--- src/tcee_pkg.sv ---
// Shared constants, codes and types of the tracker channel effect engine.
package tcee_pkg;

  // Channel count and derived widths.
  localparam int NUM_CHANNELS = 4;
  localparam int CH_W         = (NUM_CHANNELS > 1) ? $clog2(NUM_CHANNELS) : 1;
  localparam int MAX_OUT      = 4;
  localparam int OUT_CNT      = (NUM_CHANNELS < MAX_OUT) ? NUM_CHANNELS : MAX_OUT;

  // Fixed constants of the effect and gain arithmetic.
  localparam logic [15:0] PERIOD_FLOOR = 16'd56;
  localparam logic [7:0]  PAN_RIGHT    = 8'h80;
  localparam logic [7:0]  PAN_SURROUND = 8'hA4;
  localparam int          DIV_STEPS    = 24;

  // Effect command nibbles and extended sub-commands.
  localparam logic [3:0] EFX_PORTA_UP   = 4'h1;
  localparam logic [3:0] EFX_PORTA_DOWN = 4'h2;
  localparam logic [3:0] EFX_TONE       = 4'h3;
  localparam logic [3:0] EFX_TONE_VOL   = 4'h5;
  localparam logic [3:0] EFX_VIB_VOL    = 4'h6;
  localparam logic [3:0] EFX_VOL_SLIDE  = 4'hA;
  localparam logic [3:0] EFX_EXTENDED   = 4'hE;
  localparam logic [3:0] EXT_RETRIG     = 4'h9;
  localparam logic [3:0] EXT_CUT        = 4'hC;

  // Configuration register indexes.
  localparam logic [1:0] REG_MASTER_VOL = 2'd0;
  localparam logic [1:0] REG_STEP_NUM   = 2'd1;
  localparam logic [1:0] REG_MAX_VOL    = 2'd2;

  // Kind of an input item.
  typedef enum logic [1:0] {
    KIND_TICK = 2'd0,
    KIND_ROW  = 2'd1,
    KIND_LOAD = 2'd2,
    KIND_NONE = 2'd3
  } kind_t;

  // Controller states.
  typedef enum logic [3:0] {
    ST_IDLE, ST_DECODE, ST_LOAD, ST_EFF, ST_MOD_GO, ST_MOD_WAIT, ST_SEL,
    ST_GAIN1, ST_GAIN2, ST_DIV_GO, ST_DIV_WAIT, ST_EMIT, ST_ADV
  } state_t;

  // Commands from the controller to the datapath.
  typedef struct packed {
    logic capture;
    logic tick_start;
    logic row_clear;
    logic load;
    logic eff;
    logic div_start;
    logic div_mod;
    logic mod_done;
    logic gain1;
    logic gain2;
    logic emit;
    logic next_ch;
  } ctrl_cmd_t;

  // Status from the datapath to the controller.
  typedef struct packed {
    kind_t kind;
    logic  load_ok;
    logic  need_mod;
    logic  need_gain;
    logic  emit_en;
    logic  last_ch;
    logic  div_busy;
    logic  out_free;
  } dp_sts_t;

endpackage

--- src/tcee_ctrl.sv ---
// Controller state machine that sequences loads, row starts and effect ticks.
module tcee_ctrl (
  input  logic                clk,
  input  logic                rst_n,
  input  logic                in_tvalid,
  output logic                in_tready,
  input  tcee_pkg::dp_sts_t   sts,
  output tcee_pkg::ctrl_cmd_t cmd
);

  tcee_pkg::state_t state_r, state_nxt;

  // State register.
  always_ff @(posedge clk) begin
    if (!rst_n) begin
      state_r <= tcee_pkg::ST_IDLE;
    end else begin
      state_r <= state_nxt;
    end
  end

  // Next state and commands.
  always_comb begin
    state_nxt = state_r;
    cmd       = '0;
    in_tready = 1'b0;
    unique case (state_r)
      tcee_pkg::ST_IDLE: begin
        in_tready = 1'b1;
        if (in_tvalid) begin
          cmd.capture = 1'b1;
          state_nxt   = tcee_pkg::ST_DECODE;
        end
      end
      tcee_pkg::ST_DECODE: begin
        unique case (sts.kind)
          tcee_pkg::KIND_TICK: begin
            cmd.tick_start = 1'b1;
            state_nxt      = tcee_pkg::ST_EFF;
          end
          tcee_pkg::KIND_ROW: begin
            cmd.row_clear = 1'b1;
            state_nxt     = tcee_pkg::ST_IDLE;
          end
          tcee_pkg::KIND_LOAD: begin
            state_nxt = sts.load_ok ? tcee_pkg::ST_LOAD : tcee_pkg::ST_IDLE;
          end
          default: begin
            state_nxt = tcee_pkg::ST_IDLE;
          end
        endcase
      end
      tcee_pkg::ST_LOAD: begin
        cmd.load  = 1'b1;
        state_nxt = tcee_pkg::ST_GAIN1;
      end
      tcee_pkg::ST_EFF: begin
        cmd.eff   = 1'b1;
        state_nxt = sts.need_mod ? tcee_pkg::ST_MOD_GO : tcee_pkg::ST_SEL;
      end
      tcee_pkg::ST_MOD_GO: begin
        cmd.div_start = 1'b1;
        cmd.div_mod   = 1'b1;
        state_nxt     = tcee_pkg::ST_MOD_WAIT;
      end
      tcee_pkg::ST_MOD_WAIT: begin
        if (!sts.div_busy) begin
          cmd.mod_done = 1'b1;
          state_nxt    = tcee_pkg::ST_SEL;
        end
      end
      tcee_pkg::ST_SEL: begin
        if (sts.need_gain) begin
          state_nxt = tcee_pkg::ST_GAIN1;
        end else begin
          state_nxt = sts.emit_en ? tcee_pkg::ST_DIV_GO : tcee_pkg::ST_ADV;
        end
      end
      tcee_pkg::ST_GAIN1: begin
        cmd.gain1 = 1'b1;
        state_nxt = tcee_pkg::ST_GAIN2;
      end
      tcee_pkg::ST_GAIN2: begin
        cmd.gain2 = 1'b1;
        state_nxt = sts.emit_en ? tcee_pkg::ST_DIV_GO : tcee_pkg::ST_ADV;
      end
      tcee_pkg::ST_DIV_GO: begin
        cmd.div_start = 1'b1;
        state_nxt     = tcee_pkg::ST_DIV_WAIT;
      end
      tcee_pkg::ST_DIV_WAIT: begin
        if (!sts.div_busy) begin
          state_nxt = tcee_pkg::ST_EMIT;
        end
      end
      tcee_pkg::ST_EMIT: begin
        if (sts.out_free) begin
          cmd.emit  = 1'b1;
          state_nxt = tcee_pkg::ST_ADV;
        end
      end
      tcee_pkg::ST_ADV: begin
        if (sts.kind == tcee_pkg::KIND_LOAD || sts.last_ch) begin
          state_nxt = tcee_pkg::ST_IDLE;
        end else begin
          cmd.next_ch = 1'b1;
          state_nxt   = tcee_pkg::ST_EFF;
        end
      end
      default: begin
        state_nxt = tcee_pkg::ST_IDLE;
      end
    endcase
  end

endmodule

--- src/tcee_dpath.sv ---
// Datapath: channel state, effect logic, gain pipeline, shared divider, output register.
module tcee_dpath (
  input  logic                clk,
  input  logic                rst_n,
  input  logic [63:0]         in_tdata,
  input  logic [7:0]          in_tuser,
  input  logic                cfg_we,
  input  logic [1:0]          cfg_addr,
  input  logic [23:0]         cfg_wdata,
  input  tcee_pkg::ctrl_cmd_t cmd,
  output tcee_pkg::dp_sts_t   sts,
  output logic                out_tvalid,
  input  logic                out_tready,
  output logic [47:0]         out_tdata,
  output logic                out_tlast
);

  localparam int N = tcee_pkg::NUM_CHANNELS;

  // Configuration registers.
  logic [7:0]  mvol_r, mvol_nxt;
  logic [23:0] snum_r, snum_nxt;
  logic [6:0]  maxv_r, maxv_nxt;

  // Captured input item.
  logic [63:0]     item_r, item_nxt;
  tcee_pkg::kind_t kind_r, kind_nxt;

  // Channel state.
  logic [15:0] period_r [N];
  logic [15:0] period_nxt [N];
  logic [6:0]  vol_r [N];
  logic [6:0]  vol_nxt [N];
  logic [7:0]  pan_r [N];
  logic [7:0]  pan_nxt [N];
  logic [11:0] effect_r [N];
  logic [11:0] effect_nxt [N];
  logic [11:0] target_r [N];
  logic [11:0] target_nxt [N];
  logic [7:0]  rate_r [N];
  logic [7:0]  rate_nxt [N];
  logic        active_r [N];
  logic        active_nxt [N];
  logic [9:0]  gl_r [N];
  logic [9:0]  gl_nxt [N];
  logic [9:0]  gr_r [N];
  logic [9:0]  gr_nxt [N];
  logic [7:0]  frame_r, frame_nxt;

  // Sequencing and per-channel scratch registers.
  logic [tcee_pkg::CH_W-1:0] ch_r, ch_nxt;
  logic       retrig_r, retrig_nxt;
  logic       need_gain_r, need_gain_nxt;
  logic [8:0] al_r, al_nxt;
  logic [8:0] ar_r, ar_nxt;

  // Divider registers.
  logic [23:0] quo_r, quo_nxt;
  logic [15:0] rem_r, rem_nxt;
  logic [15:0] den_r, den_nxt;
  logic [4:0]  cnt_r, cnt_nxt;
  logic        busy_r, busy_nxt;
  logic        dzero_r, dzero_nxt;

  // Output register.
  logic        ovalid_r, ovalid_nxt;
  logic [47:0] odata_r, odata_nxt;
  logic        olast_r, olast_nxt;

  // Input item fields.
  logic [1:0]  f_sel;
  logic [11:0] f_period;
  logic [6:0]  f_vol;
  logic [7:0]  f_pan;
  logic [11:0] f_eff;
  logic [11:0] f_tgt;
  logic [7:0]  f_rate;
  logic        f_restart;

  assign f_sel     = item_r[1:0];
  assign f_period  = item_r[13:2];
  assign f_vol     = item_r[20:14];
  assign f_pan     = item_r[28:21];
  assign f_eff     = item_r[40:29];
  assign f_tgt     = item_r[52:41];
  assign f_rate    = item_r[60:53];
  assign f_restart = item_r[61];

  // Current channel view.
  logic [15:0] c_p;
  logic [11:0] c_e;
  logic [3:0]  c_code, c_hi, c_lo;
  logic [7:0]  c_prm;
  logic [6:0]  c_vol;
  logic        c_act;
  logic [15:0] c_t;
  logic [7:0]  c_s;
  logic [16:0] up_lim, down_sum, tp_lo, tp_hi;
  logic [15:0] up_p, down_p, tone_p, eff_p;
  logic        slide_on, cut_hit, slide_fx;
  logic signed [8:0] slide_v;
  logic [6:0]  slide_vol, load_vol;
  logic [6:0]  a_vol;
  logic [15:0] gl_prod, gr_prod, gs_prod;
  logic [10:0] gl_sh, gr_sh, gs_sh;
  logic [8:0]  gl_sat, gr_sat, gs_sat;
  logic [7:0]  pan_left;
  logic [16:0] div_try;
  logic        div_ge;
  logic [23:0] step_q;

  assign c_p    = period_r[ch_r];
  assign c_e    = effect_r[ch_r];
  assign c_code = c_e[11:8];
  assign c_hi   = c_e[7:4];
  assign c_lo   = c_e[3:0];
  assign c_prm  = c_e[7:0];
  assign c_vol  = vol_r[ch_r];
  assign c_act  = active_r[ch_r];
  assign c_t    = {4'b0, target_r[ch_r]};
  assign c_s    = rate_r[ch_r];

  // Portamento up with floor, portamento down with saturation.
  assign up_lim   = {9'b0, c_prm} + {1'b0, tcee_pkg::PERIOD_FLOOR};
  assign up_p     = ({1'b0, c_p} <= up_lim) ? tcee_pkg::PERIOD_FLOOR : c_p - {8'b0, c_prm};
  assign down_sum = {1'b0, c_p} + {9'b0, c_prm};
  assign down_p   = down_sum[16] ? 16'hFFFF : down_sum[15:0];

  // Tone portamento toward the target, stopping on it.
  assign tp_lo = {1'b0, c_t} + {9'b0, c_s};
  assign tp_hi = {1'b0, c_p} + {9'b0, c_s};
  always_comb begin
    tone_p = c_p;
    if (c_p > c_t) begin
      tone_p = ({1'b0, c_p} < tp_lo) ? c_t : c_p - {8'b0, c_s};
    end else if (c_p < c_t) begin
      tone_p = (tp_hi > {1'b0, c_t}) ? c_t : tp_hi[15:0];
    end
  end

  // Period after the running effect.
  always_comb begin
    unique case (c_code)
      tcee_pkg::EFX_PORTA_UP:   eff_p = up_p;
      tcee_pkg::EFX_PORTA_DOWN: eff_p = down_p;
      tcee_pkg::EFX_TONE:       eff_p = tone_p;
      tcee_pkg::EFX_TONE_VOL:   eff_p = tone_p;
      default:                  eff_p = c_p;
    endcase
  end

  // Volume slide: up by the high nibble, else down by the low nibble, clamped.
  assign slide_on = (c_hi != 4'd0) || (c_lo != 4'd0);
  assign slide_v  = (c_hi != 4'd0) ? $signed({2'b0, c_vol}) + $signed({5'b0, c_hi})
                                   : $signed({2'b0, c_vol}) - $signed({5'b0, c_lo});
  always_comb begin
    if (slide_v < 0) begin
      slide_vol = 7'd0;
    end else if (slide_v > $signed({2'b0, maxv_r})) begin
      slide_vol = maxv_r;
    end else begin
      slide_vol = slide_v[6:0];
    end
  end
  assign load_vol = (f_vol > maxv_r) ? maxv_r : f_vol;

  assign slide_fx = (c_code == tcee_pkg::EFX_TONE_VOL) || (c_code == tcee_pkg::EFX_VIB_VOL)
                 || (c_code == tcee_pkg::EFX_VOL_SLIDE);
  assign cut_hit  = (c_code == tcee_pkg::EFX_EXTENDED) && (c_hi == tcee_pkg::EXT_CUT)
                 && (frame_r == {4'b0, c_lo});

  // Gain products from the registered pan terms.
  assign pan_left = tcee_pkg::PAN_RIGHT - pan_r[ch_r];
  assign a_vol    = vol_r[ch_r];
  assign gl_prod  = 16'(al_r) * 16'(a_vol);
  assign gr_prod  = 16'(ar_r) * 16'(a_vol);
  assign gs_prod  = 16'(mvol_r[7:1]) * 16'(a_vol);
  assign gl_sh    = gl_prod[15:5];
  assign gr_sh    = gr_prod[15:5];
  assign gs_sh    = gs_prod[15:5];
  assign gl_sat   = (gl_sh > 11'd511) ? 9'd511 : gl_sh[8:0];
  assign gr_sat   = (gr_sh > 11'd511) ? 9'd511 : gr_sh[8:0];
  assign gs_sat   = (gs_sh > 11'd511) ? 9'd511 : gs_sh[8:0];

  // One restoring division step.
  assign div_try = {rem_r, quo_r[23]};
  assign div_ge  = div_try >= {1'b0, den_r};
  assign step_q  = dzero_r ? 24'd0 : quo_r;

  // Next values of all registers.
  always_comb begin
    mvol_nxt    = mvol_r;
    snum_nxt    = snum_r;
    maxv_nxt    = maxv_r;
    item_nxt    = item_r;
    kind_nxt    = kind_r;
    frame_nxt   = frame_r;
    ch_nxt      = ch_r;
    retrig_nxt  = retrig_r;
    need_gain_nxt = need_gain_r;
    al_nxt      = al_r;
    ar_nxt      = ar_r;
    quo_nxt     = quo_r;
    rem_nxt     = rem_r;
    den_nxt     = den_r;
    cnt_nxt     = cnt_r;
    busy_nxt    = busy_r;
    dzero_nxt   = dzero_r;
    ovalid_nxt  = ovalid_r;
    odata_nxt   = odata_r;
    olast_nxt   = olast_r;
    for (int i = 0; i < N; i++) begin
      period_nxt[i] = period_r[i];
      vol_nxt[i]    = vol_r[i];
      pan_nxt[i]    = pan_r[i];
      effect_nxt[i] = effect_r[i];
      target_nxt[i] = target_r[i];
      rate_nxt[i]   = rate_r[i];
      active_nxt[i] = active_r[i];
      gl_nxt[i]     = gl_r[i];
      gr_nxt[i]     = gr_r[i];
    end

    // Configuration writes.
    if (cfg_we) begin
      unique case (cfg_addr)
        tcee_pkg::REG_MASTER_VOL: mvol_nxt = cfg_wdata[7:0];
        tcee_pkg::REG_STEP_NUM:   snum_nxt = cfg_wdata;
        tcee_pkg::REG_MAX_VOL:    maxv_nxt = cfg_wdata[6:0];
        default: ;
      endcase
    end

    // Item capture.
    if (cmd.capture) begin
      item_nxt = in_tdata;
      kind_nxt = tcee_pkg::kind_t'(in_tuser[1:0]);
      ch_nxt   = tcee_pkg::CH_W'(in_tdata[1:0]);
    end

    // Tick start: advance the frame counter and begin at channel zero.
    if (cmd.tick_start) begin
      frame_nxt = frame_r + 8'd1;
      ch_nxt    = '0;
    end

    // Row start: clear the frame counter and keep only the parameter bytes.
    if (cmd.row_clear) begin
      frame_nxt = 8'd0;
      for (int i = 0; i < N; i++) begin
        effect_nxt[i] = {4'b0, effect_r[i][7:0]};
      end
    end

    // Channel load.
    if (cmd.load) begin
      pan_nxt[ch_r]    = f_pan;
      effect_nxt[ch_r] = f_eff;
      target_nxt[ch_r] = f_tgt;
      rate_nxt[ch_r]   = f_rate;
      if (f_period != 12'd0) begin
        period_nxt[ch_r] = {4'b0, f_period};
      end
      vol_nxt[ch_r] = load_vol;
      if (f_restart) begin
        active_nxt[ch_r] = 1'b1;
      end
      retrig_nxt = f_restart;
    end

    // Effect of the current channel.
    if (cmd.eff) begin
      retrig_nxt    = 1'b0;
      need_gain_nxt = c_act && ((slide_fx && slide_on) || cut_hit);
      if (c_act) begin
        period_nxt[ch_r] = eff_p;
        if (slide_fx && slide_on) begin
          vol_nxt[ch_r] = slide_vol;
        end
        if (cut_hit) begin
          vol_nxt[ch_r]    = 7'd0;
          active_nxt[ch_r] = 1'b0;
        end
      end
    end

    if (cmd.mod_done) begin
      retrig_nxt = (rem_r == 16'd0);
    end

    // Gain pipeline, first stage: pan times master volume.
    if (cmd.gain1) begin
      al_nxt = 9'((16'(pan_left) * 16'(mvol_r)) >> 7);
      ar_nxt = 9'((16'(pan_r[ch_r]) * 16'(mvol_r)) >> 7);
    end

    // Gain pipeline, second stage: times volume, saturate, store.
    if (cmd.gain2) begin
      if (pan_r[ch_r] <= tcee_pkg::PAN_RIGHT) begin
        gl_nxt[ch_r] = {1'b0, gl_sat};
        gr_nxt[ch_r] = {1'b0, gr_sat};
      end else if (pan_r[ch_r] == tcee_pkg::PAN_SURROUND) begin
        gl_nxt[ch_r] = {1'b0, gs_sat};
        gr_nxt[ch_r] = 10'd0 - {1'b0, gs_sat};
      end
    end

    // Shared divider: step numerator over period, or frame count over x.
    if (cmd.div_start) begin
      rem_nxt  = 16'd0;
      cnt_nxt  = 5'(tcee_pkg::DIV_STEPS);
      busy_nxt = 1'b1;
      if (cmd.div_mod) begin
        quo_nxt   = {16'b0, frame_r};
        den_nxt   = {12'b0, c_lo};
        dzero_nxt = 1'b0;
      end else begin
        quo_nxt   = snum_r;
        den_nxt   = c_p;
        dzero_nxt = (c_p == 16'd0);
      end
    end else if (busy_r) begin
      rem_nxt  = div_ge ? 16'(div_try - {1'b0, den_r}) : div_try[15:0];
      quo_nxt  = {quo_r[22:0], div_ge};
      cnt_nxt  = cnt_r - 5'd1;
      busy_nxt = (cnt_r != 5'd1);
    end

    // Output register.
    if (cmd.emit) begin
      ovalid_nxt = 1'b1;
      odata_nxt  = {retrig_r, active_r[ch_r], gr_r[ch_r], gl_r[ch_r],
                    step_q[15:0], step_q[23:16], 2'(ch_r)};
      olast_nxt  = (kind_r == tcee_pkg::KIND_LOAD)
                || (32'(ch_r) == tcee_pkg::OUT_CNT - 1);
    end else if (out_tready) begin
      ovalid_nxt = 1'b0;
    end

    if (cmd.next_ch) begin
      ch_nxt = ch_r + tcee_pkg::CH_W'(1);
    end
  end

  // Registers with reset.
  always_ff @(posedge clk) begin
    if (!rst_n) begin
      mvol_r   <= 8'd32;
      snum_r   <= 24'd9774717;
      maxv_r   <= 7'd64;
      frame_r  <= 8'd0;
      busy_r   <= 1'b0;
      ovalid_r <= 1'b0;
      for (int i = 0; i < N; i++) begin
        period_r[i] <= 16'd0;
        vol_r[i]    <= 7'd0;
        pan_r[i]    <= 8'd64;
        effect_r[i] <= 12'd0;
        target_r[i] <= 12'd0;
        rate_r[i]   <= 8'd0;
        active_r[i] <= 1'b0;
        gl_r[i]     <= 10'd0;
        gr_r[i]     <= 10'd0;
      end
    end else begin
      mvol_r   <= mvol_nxt;
      snum_r   <= snum_nxt;
      maxv_r   <= maxv_nxt;
      frame_r  <= frame_nxt;
      busy_r   <= busy_nxt;
      ovalid_r <= ovalid_nxt;
      for (int i = 0; i < N; i++) begin
        period_r[i] <= period_nxt[i];
        vol_r[i]    <= vol_nxt[i];
        pan_r[i]    <= pan_nxt[i];
        effect_r[i] <= effect_nxt[i];
        target_r[i] <= target_nxt[i];
        rate_r[i]   <= rate_nxt[i];
        active_r[i] <= active_nxt[i];
        gl_r[i]     <= gl_nxt[i];
        gr_r[i]     <= gr_nxt[i];
      end
    end
  end

  // Payload and scratch registers.
  always_ff @(posedge clk) begin
    item_r      <= item_nxt;
    kind_r      <= kind_nxt;
    ch_r        <= ch_nxt;
    retrig_r    <= retrig_nxt;
    need_gain_r <= need_gain_nxt;
    al_r        <= al_nxt;
    ar_r        <= ar_nxt;
    quo_r       <= quo_nxt;
    rem_r       <= rem_nxt;
    den_r       <= den_nxt;
    cnt_r       <= cnt_nxt;
    dzero_r     <= dzero_nxt;
    odata_r     <= odata_nxt;
    olast_r     <= olast_nxt;
  end

  // Status to the controller.
  assign sts.kind      = kind_r;
  assign sts.load_ok   = ({30'b0, f_sel} < 32'(N));
  assign sts.need_mod  = c_act && (c_code == tcee_pkg::EFX_EXTENDED)
                      && (c_hi == tcee_pkg::EXT_RETRIG) && (c_lo != 4'd0);
  assign sts.need_gain = need_gain_r;
  assign sts.emit_en   = (kind_r == tcee_pkg::KIND_LOAD) || (32'(ch_r) < tcee_pkg::OUT_CNT);
  assign sts.last_ch   = (32'(ch_r) == N - 1);
  assign sts.div_busy  = busy_r;
  assign sts.out_free  = !ovalid_r || out_tready;

  assign out_tvalid = ovalid_r;
  assign out_tdata  = odata_r;
  assign out_tlast  = olast_r;

endmodule

--- src/tracker_channel_effect_engine_top.sv ---
// Top level of the tracker channel effect engine: controller plus datapath.
// A load item has its result registered after the gain stages and the 24-step divider;
// the next item is taken after that result is registered.
// A tick item walks every channel; each emitted channel runs the divider, after the gain
// stages when its gains are recomputed, and a retrigger check first uses the same divider
// for the remainder. A result that waits on out_tready holds the channel walk.
// One item is in work at a time; the next is taken once the last result is registered.
// Synchronous active-low reset restores configuration and channel state to defaults.
module tracker_channel_effect_engine_top (
  input  logic        clk,
  input  logic        rst_n,
  input  logic        in_tvalid,
  output logic        in_tready,
  // chan_sel, note_period, note_volume, pan_pos, effect_word, porta_target,
  // porta_rate, restart (from bit 0 up), zero filled to 64 bits
  input  logic [63:0] in_tdata,
  // cmd in bits 1:0, zero filled to 8 bits
  input  logic [7:0]  in_tuser,
  output logic        out_tvalid,
  input  logic        out_tready,
  // out_chan, step_whole, step_part, gain_left, gain_right, is_active,
  // retrigger (from bit 0 up)
  output logic [47:0] out_tdata,
  output logic        out_tlast,
  input  logic        cfg_we,
  input  logic [1:0]  cfg_addr,
  input  logic [23:0] cfg_wdata
);

  tcee_pkg::ctrl_cmd_t cmd;
  tcee_pkg::dp_sts_t   sts;

  tcee_ctrl u_ctrl (
    .clk       (clk),
    .rst_n     (rst_n),
    .in_tvalid (in_tvalid),
    .in_tready (in_tready),
    .sts       (sts),
    .cmd       (cmd)
  );

  tcee_dpath u_dpath (
    .clk        (clk),
    .rst_n      (rst_n),
    .in_tdata   (in_tdata),
    .in_tuser   (in_tuser),
    .cfg_we     (cfg_we),
    .cfg_addr   (cfg_addr),
    .cfg_wdata  (cfg_wdata),
    .cmd        (cmd),
    .sts        (sts),
    .out_tvalid (out_tvalid),
    .out_tready (out_tready),
    .out_tdata  (out_tdata),
    .out_tlast  (out_tlast)
  );

  // One item at a time: no new item right after one is taken.
  a_one_item: assert property (@(posedge clk) disable iff (!rst_n)
    (in_tvalid && in_tready) |=> !in_tready)
    else $error("input taken twice in a row");

  // The divider is busy right after it is started.
  a_div_start: assert property (@(posedge clk) disable iff (!rst_n)
    cmd.div_start |=> sts.div_busy)
    else $error("divider did not start");

  // A result is only loaded when the output register is free.
  a_emit_free: assert property (@(posedge clk) disable iff (!rst_n)
    cmd.emit |-> sts.out_free)
    else $error("result overwritten");

  // No divider start while it is still running.
  a_div_idle: assert property (@(posedge clk) disable iff (!rst_n)
    cmd.div_start |-> !sts.div_busy)
    else $error("divider restarted while busy");

endmodule
--- config.mk ---
export PLATFORM = sky130hd
export DESIGN_NAME = tracker_channel_effect_engine_top
export DESIGN_NICKNAME = d
export VERILOG_FILES = /design/src/tcee_pkg.sv /design/src/tcee_ctrl.sv /design/src/tcee_dpath.sv /design/src/tracker_channel_effect_engine_top.sv
export SDC_FILE = /design/constraint.sdc
export NUM_CORES = 2
export LEC_CHECK = 0
export ABC_AREA = 1
export BUFFER_PORTS_ARGS = -buffer_cell sky130_fd_sc_hd__clkbuf_2
export CORE_MARGIN = 2
export CORE_UTILIZATION = 55
export DETAILED_ROUTE_END_ITERATION = 10
export GPL_TIMING_DRIVEN = 0
export PLACE_DENSITY = 0.72
export SYNTH_ARGS = -nofsm -noshare
export SYNTH_HDL_FRONTEND = slang
export SYNTH_SLANG_ARGS = --single-unit
--- constraint.sdc ---
create_clock -name clk -period 7.7 [get_ports clk]
set_input_delay 0.77 -clock clk [delete_from_list [all_inputs] [get_ports clk]]
set_output_delay 0.77 -clock clk [all_outputs]
set_load 0.02 [all_outputs]
## After elaboration in Yosys (flattened, before gate mapping)

Memory sizes are Yosys's and may differ from the RTL's. A register that Yosys moved wholly into a read port is not among the register bits.
Cells that the tools add are included.

| operators by class | value |
|---|---|
| bitwise gates (word level) | 43 |
| reductions and logical operators | 34 |
| equal/unequal tests | 33 |
| mux-type cells | 152 |
| add/sub/neg operators | 14 |
| $lt $le $gt $ge | 15 |
| $mul | 5 |

Operators by type and width:

| operator | number |
|---|---|
| $mux 64 | 4 |
| $mux 40 | 6 |
| $mux 28 | 7 |
| $mux 16 | 12 |
| $bwmux 40 | 4 |
| $mux 48 | 3 |
| $bwmux 64 | 2 |
| $mux 12 | 9 |
| $bwmux 48 | 2 |
| $mux 10 | 9 |
| $mux 24 | 3 |
| $mux 8 | 9 |
| $bwmux 32 | 2 |
| $mux 32 | 2 |
| $bwmux 28 | 2 |
| $mux 7 | 8 |
| $pmux 4 s13 | 1 |
| $pmux 16 s3 | 1 |
| $mux 4 | 11 |
| $eq 4x4->1 const B | 9 |
| $mux 9 | 4 |
| $or 1x1->1 | 36 |
| $add 16x8->17 | 2 |
| $demux 16 s2 | 1 |
| 65 further kinds | 147 |

| storage, ports and cells | value |
|---|---|
| memory bits (writable) | 336 |
| input port bits | 103 |
| output and inout port bits | 51 |
| bits in registers | 250 |
| logic and storage cells | 328 |
| memories kept | 9 |

Memory list:

| name | depth | width | read ports | clocked after Yosys merged registers in | wr ports | line | source |
|---|---|---|---|---|---|---|---|
| u_dpath.period_r | 4 | 16 | 5 | 1 | 4 | tcee_dpath.sv:30 | `logic [15:0] period_r [N];` |
| u_dpath.effect_r | 4 | 12 | 5 | 1 | 4 | tcee_dpath.sv:36 | `logic [11:0] effect_r [N];` |
| u_dpath.target_r | 4 | 12 | 5 | 1 | 4 | tcee_dpath.sv:38 | `logic [11:0] target_r [N];` |
| u_dpath.gl_r | 4 | 10 | 5 | 1 | 4 | tcee_dpath.sv:44 | `logic [9:0] gl_r [N];` |
| u_dpath.gr_r | 4 | 10 | 5 | 1 | 4 | tcee_dpath.sv:46 | `logic [9:0] gr_r [N];` |
| u_dpath.pan_r | 4 | 8 | 5 | 1 | 4 | tcee_dpath.sv:34 | `logic [7:0] pan_r [N];` |
| +3 memories | - | - | - | - | - | - |  |

## Depth between registers and ports, before layout

| depth | value |
|---|---|
| word-level depth | 16 |
| mapped depth | 39 |
| mapped depth without buffers | 34 |

## Hierarchy

A second synthesis with hierarchy kept.

| second synthesis, totals | value |
|---|---|
| cells, all modules | 5477 |
| area, all modules | 40092.2 µm² |

By module, submodules not included:

| module | seq. area each (µm²) | cells each | area an instance (µm²) | times used |
|---|---|---|---|---|
| tcee_dpath | 13282.7 | 5377 | 39606.7 | 1 |
| tcee_ctrl | 80.1 | 100 | 485.5 | 1 |

## Worst setup path before layout

Ideal clock, no wire load.

| timing path | value |
|---|---|
| path type | register to register |
| start point | reg (tool-made name) |
| end point | mem u_dpath.gr_r[0][6] |
| clock period less this slack | 5.910 ns |
| required time | 7.580 ns |
| cell stages (with the launch flop) | 36 |
| slack | 1.790 ns |
| arrival time | 5.791 ns |
| path through | dfxtp_1 buf_6 inv_6 buf_6 buf_6 buf_6 clkbuf_1 clkbuf_1 nand2_1 nand3_1 nand2_1 clkbuf_1 nor2_1 fa_1 inv_1 fa_1 inv_1 fa_1 inv_1 fa_1 inv_1 ha_1 nand2_1 nor3_1 nand3_1 nand2_1 xnor2_1 nand2_1 inv_1 nand2_1 nor2_1 nand3_1 nand2_1 nand2_1 nand2_1 a21oi_1 |

RTL lines:

| what | line |
|---|---|
| to (decl) | tcee_dpath.sv:46 |

==> flow_metrics.env <==
export IMPL_min_delay_start="in_tdata[36]"
export IMPL_wl_per_cell_um=19.6
export IMPL_cts_reportedPaths_clkPinSlew_ns=0.06
export IMPL_crit_type="register to register"
export IMPL_post_cts_buffers=0
export IMPL_start_util_pct=55.6
export IMPL_holdWs_ns=0.294
export IMPL_rsz0062_at_grt="false"
export IMPL_synth_most_common_cell="nand2_1"
export IMPL_crit_fanout=12
export IMPL_core_area_um2=73000
export IMPL_antenna_found_initial=2
export IMPL_yosys_area_top_type_share_pct=20.1
export IMPL_fin_cells=6689
export IMPL_hold_viol=0
export IMPL_synth_warnings=0
export IMPL_fin_nets=6234
export IMPL_synth_ff_type="dfxtp_1"
export IMPL_vdd_ir_drop_max_mv=0.238
export IMPL_synthesis_nets=6015
export IMPL_dp_hpwl_mm=99.8
export IMPL_startpoint_type="register"
export IMPL_seq_area_frac_synth_pct=33.0
export IMPL_clock_root_buffer="clkbuf_16"
export IMPL_drive_above_1_share_pct=8.57
export IMPL_track_usage_pct=34.2
export IMPL_io_pins=154
export IMPL_tightest_slew_ns=1.23
export IMPL_place_inst=6568
export IMPL_dr_first_iter_drc_count=4656
export IMPL_r2r_end="u_dpath.gr_r[1][8]"
export IMPL_area_growth_pct=11.0
export IMPL_grt_pass1_vias=35904
export IMPL_cts_tree="yes"
export IMPL_ys_ff_latch=581
export IMPL_fin_skew_ns=0.0410
export IMPL_fmax_ghz=0.136
export IMPL_syn_inst=5456
export IMPL_cp_slowest_stage_delay_ns=0.57
export IMPL_rrSetupSlack_ns=0.35
export IMPL_clockBufferDepth=3
export IMPL_p_per_area_nw_per_um2=314
export IMPL_ant_nets=0
export IMPL_slew_violations=0
export IMPL_total_power_w=0.0142
export IMPL_tns_ns=0
export IMPL_portBuffers=144
export IMPL_required_ns=8.18
export IMPL_h_tree_depth=3
export IMPL_syn_area_um2=40600
export IMPL_critical_path_arrival_ns=7.83
export IMPL_numCtsBuffers=67
export IMPL_vias=38454
export IMPL_clock_latency_ns=0.65
export IMPL_synth_edf_count=173
export IMPL_globalRouteOverflowTotal=0
export IMPL_drv_cap=0
export IMPL_drc=0
export IMPL_setup_violations=0
export IMPL_p_leak_nw=20.8
export IMPL_hold_depth=1
export IMPL_async_reset_ff_share_pct=0
export IMPL_hold_class="input port to register"
export IMPL_cp_slowest_cell="inv_1"
export IMPL_crit_top_cell="nand2_1"
export IMPL_die_area_um2=75900
export IMPL_dr_pass1_iters=8
export IMPL_cts_sinks=581
export IMPL_syn_area_per_cell_um2=7.43
export IMPL_status="finished, final reports clean"
export IMPL_die_y_um=276
export IMPL_slew_headroom_pct=18.2
export IMPL_n_fill_cell=6694
export IMPL_synthDistinctLibCells=67
export IMPL_rows=99
export IMPL_antenna_cells=0
export IMPL_grt_pass1_wl_mm=201
export IMPL_period_minus_slack_ns=7.35
export IMPL_synthTopCellsByArea="dfxtp_1 (20%), edfxtp_1 (13%), nand2_1 (11%)"
export IMPL_postCtsHoldBufs=0
export IMPL_ys_top_cells_by_count="nand2_1 (1140), nor2_1 (703), inv_1 (661)"
export IMPL_vias_per_cell=5.75
export IMPL_routed_wl_mm=131
export IMPL_fp_dieW_um=276
export IMPL_synth_top_area_cell="dfxtp_1"
export IMPL_rr_worst_depth=31
export IMPL_cp_end_kind="register"
export IMPL_min_to="u_dpath.item_r[36]"
export IMPL_routabilityCongestion=0.989
export IMPL_grt_max_degree=36
export IMPL_period_share_pct=95.4
-- stage by stage --
step	setup slack [ns]	util [%]	area, um^2
after global placement	-0.0556	58.2	42500
after global routing	0.0620	61.7	45000
final	0.351	61.7	45000
after detailed placement	-0.0380	58.4	42600
after CTS	0.0300	61.7	45000
after floorplan	1.79	-	40600
-- kinds of logic after synthesis --
group | after synthesis | share of synthesized area (%)
XOR/XNOR | 112 | 2.44
AO/OA/AOI/OAI | 1057 | 14.4
buffers and inverters | 942 | 9.39
other | 1 | 0.00925
AND/OR/NAND/NOR | 2307 | 23.7
flip-flops | 581 | 33.0
adder cells (fa/ha/maj) | 456 | 17.2
-- per-layer routing --
metal | share of wire [%] | vias up | global-route usage [%] | wire, um
met5 | 0.021 | - | 0 | 27
met4 | 4.1 | 4 | 13.7 | 5450
met3 | 11 | 348 | 7.36 | 14800
met2 | 42 | 2022 | 52.0 | 55500
met1 | 42 | 17879 | 47.4 | 55500
li1 | - | 18201 | - | -
-- sequential cells by signal, summed over array words and instances, names as in the netlist, 5 cells and up, named ones only --
register and count:
u_dpath.al_r 9, u_dpath.ar_r 9, u_dpath.cnt_r 5, u_dpath.den_r 16
u_dpath.effect_r 48, u_dpath.frame_r 8, u_dpath.gl_r 36, u_dpath.gr_r 40
u_dpath.item_r 60, u_dpath.maxv_r 7, u_dpath.mvol_r 8, u_dpath.out_tdata 47
u_dpath.pan_r 32, u_dpath.period_r 64, u_dpath.quo_r 24, u_dpath.rate_r 32
u_dpath.rem_r 16, u_dpath.snum_r 24, u_dpath.target_r 48, u_dpath.vol_r 28
-- cells in the final DEF, fill, tap and decap left out, types with 11 or more instances in the layout --
cell and n:
ha_1 289, nand2_1 1140, nor2_1 700, a31oi_1 14, nand3_1 279, o22ai_1 23
buf_2 40, o211ai_1 29, buf_4 25, nor3_1 33, o31ai_1 15, o21ai_0 414
clkbuf_2 146, xnor2_1 25, clkbuf_8 12, inv_1 661, fa_1 167, xor2_1 86
a32oi_1 20, nor4_1 18, nor2_4 11, clkinv_2 11, o21ai_1 33, a211oi_1 20
a21oi_1 418, inv_2 26, buf_1 14, clkbuf_16 70, nand2_2 38, a21oi_2 17
clkbuf_1 160, nand4_1 33, buf_6 19, edfxtp_1 173, dfxtp_1 408
-- report_power, final --
| group | total [W] | internal (W) | switching [W] |
|---|---|---|---|
| Clock | 0.00341 | 0.00199 | 0.00141 |
| Sequential | 0.00349 | 0.00336 | 0.000128 |
| Combinational | 0.00726 | 0.00232 | 0.00494 |
| Total | 0.0142 | 0.00767 | 0.00648 |
-- worst max path at each step --
stage | end | cells past startpoint | start | slack (ns)
2_1_floorplan | u_dpath.gr_r[0][6] | 35 | register | 1.79
3_3_place_gp | u_dpath.period_r[3][6] | 30 | register | -0.06
3_5_place_dp | u_dpath.period_r[3][6] | 30 | register | -0.04
4_1_cts | u_dpath.gr_r[1][8] | 32 | register | 0.03
5_1_grt | u_dpath.gr_r[1][8] | 31 | register | 0.06
6_report | u_dpath.gr_r[1][8] | 31 | register | 0.35
-- final cells by class --
type | instances | area [um^2] | area share [%]
multi-input combinational | 3933 | 23400 | 52.0
sequential | 581 | 13400 | 29.7
inverter | 697 | 2620 | 5.82
clock buffer | 95 | 1970 | 4.37
tap | 959 | 1200 | 2.67
buffer | 242 | 1180 | 2.62
timing repair buffer | 153 | 853 | 1.90
clock inverter | 29 | 400 | 0.890
-- timing repair --
action,4_1_cts,5_1_grt
endpoints found under the setup margin,8,140
resized for setup,0,8
gates cloned,0,0
-- worst max-delay path, delay by kind of cell, from the launching register on --
| kind | cells | cell delay [ns] |
|---|---|---|
| flops | 1 | 0.32 |
| xor+xnor | 1 | 0.12 |
| simple gates | 11 | 1.61 |
| buf+inv | 10 | 2.12 |
| compound gates | 4 | 0.52 |
| fa+ha+maj | 5 | 2.46 |
No activity file was read; power rests on OpenSTA's default activity.
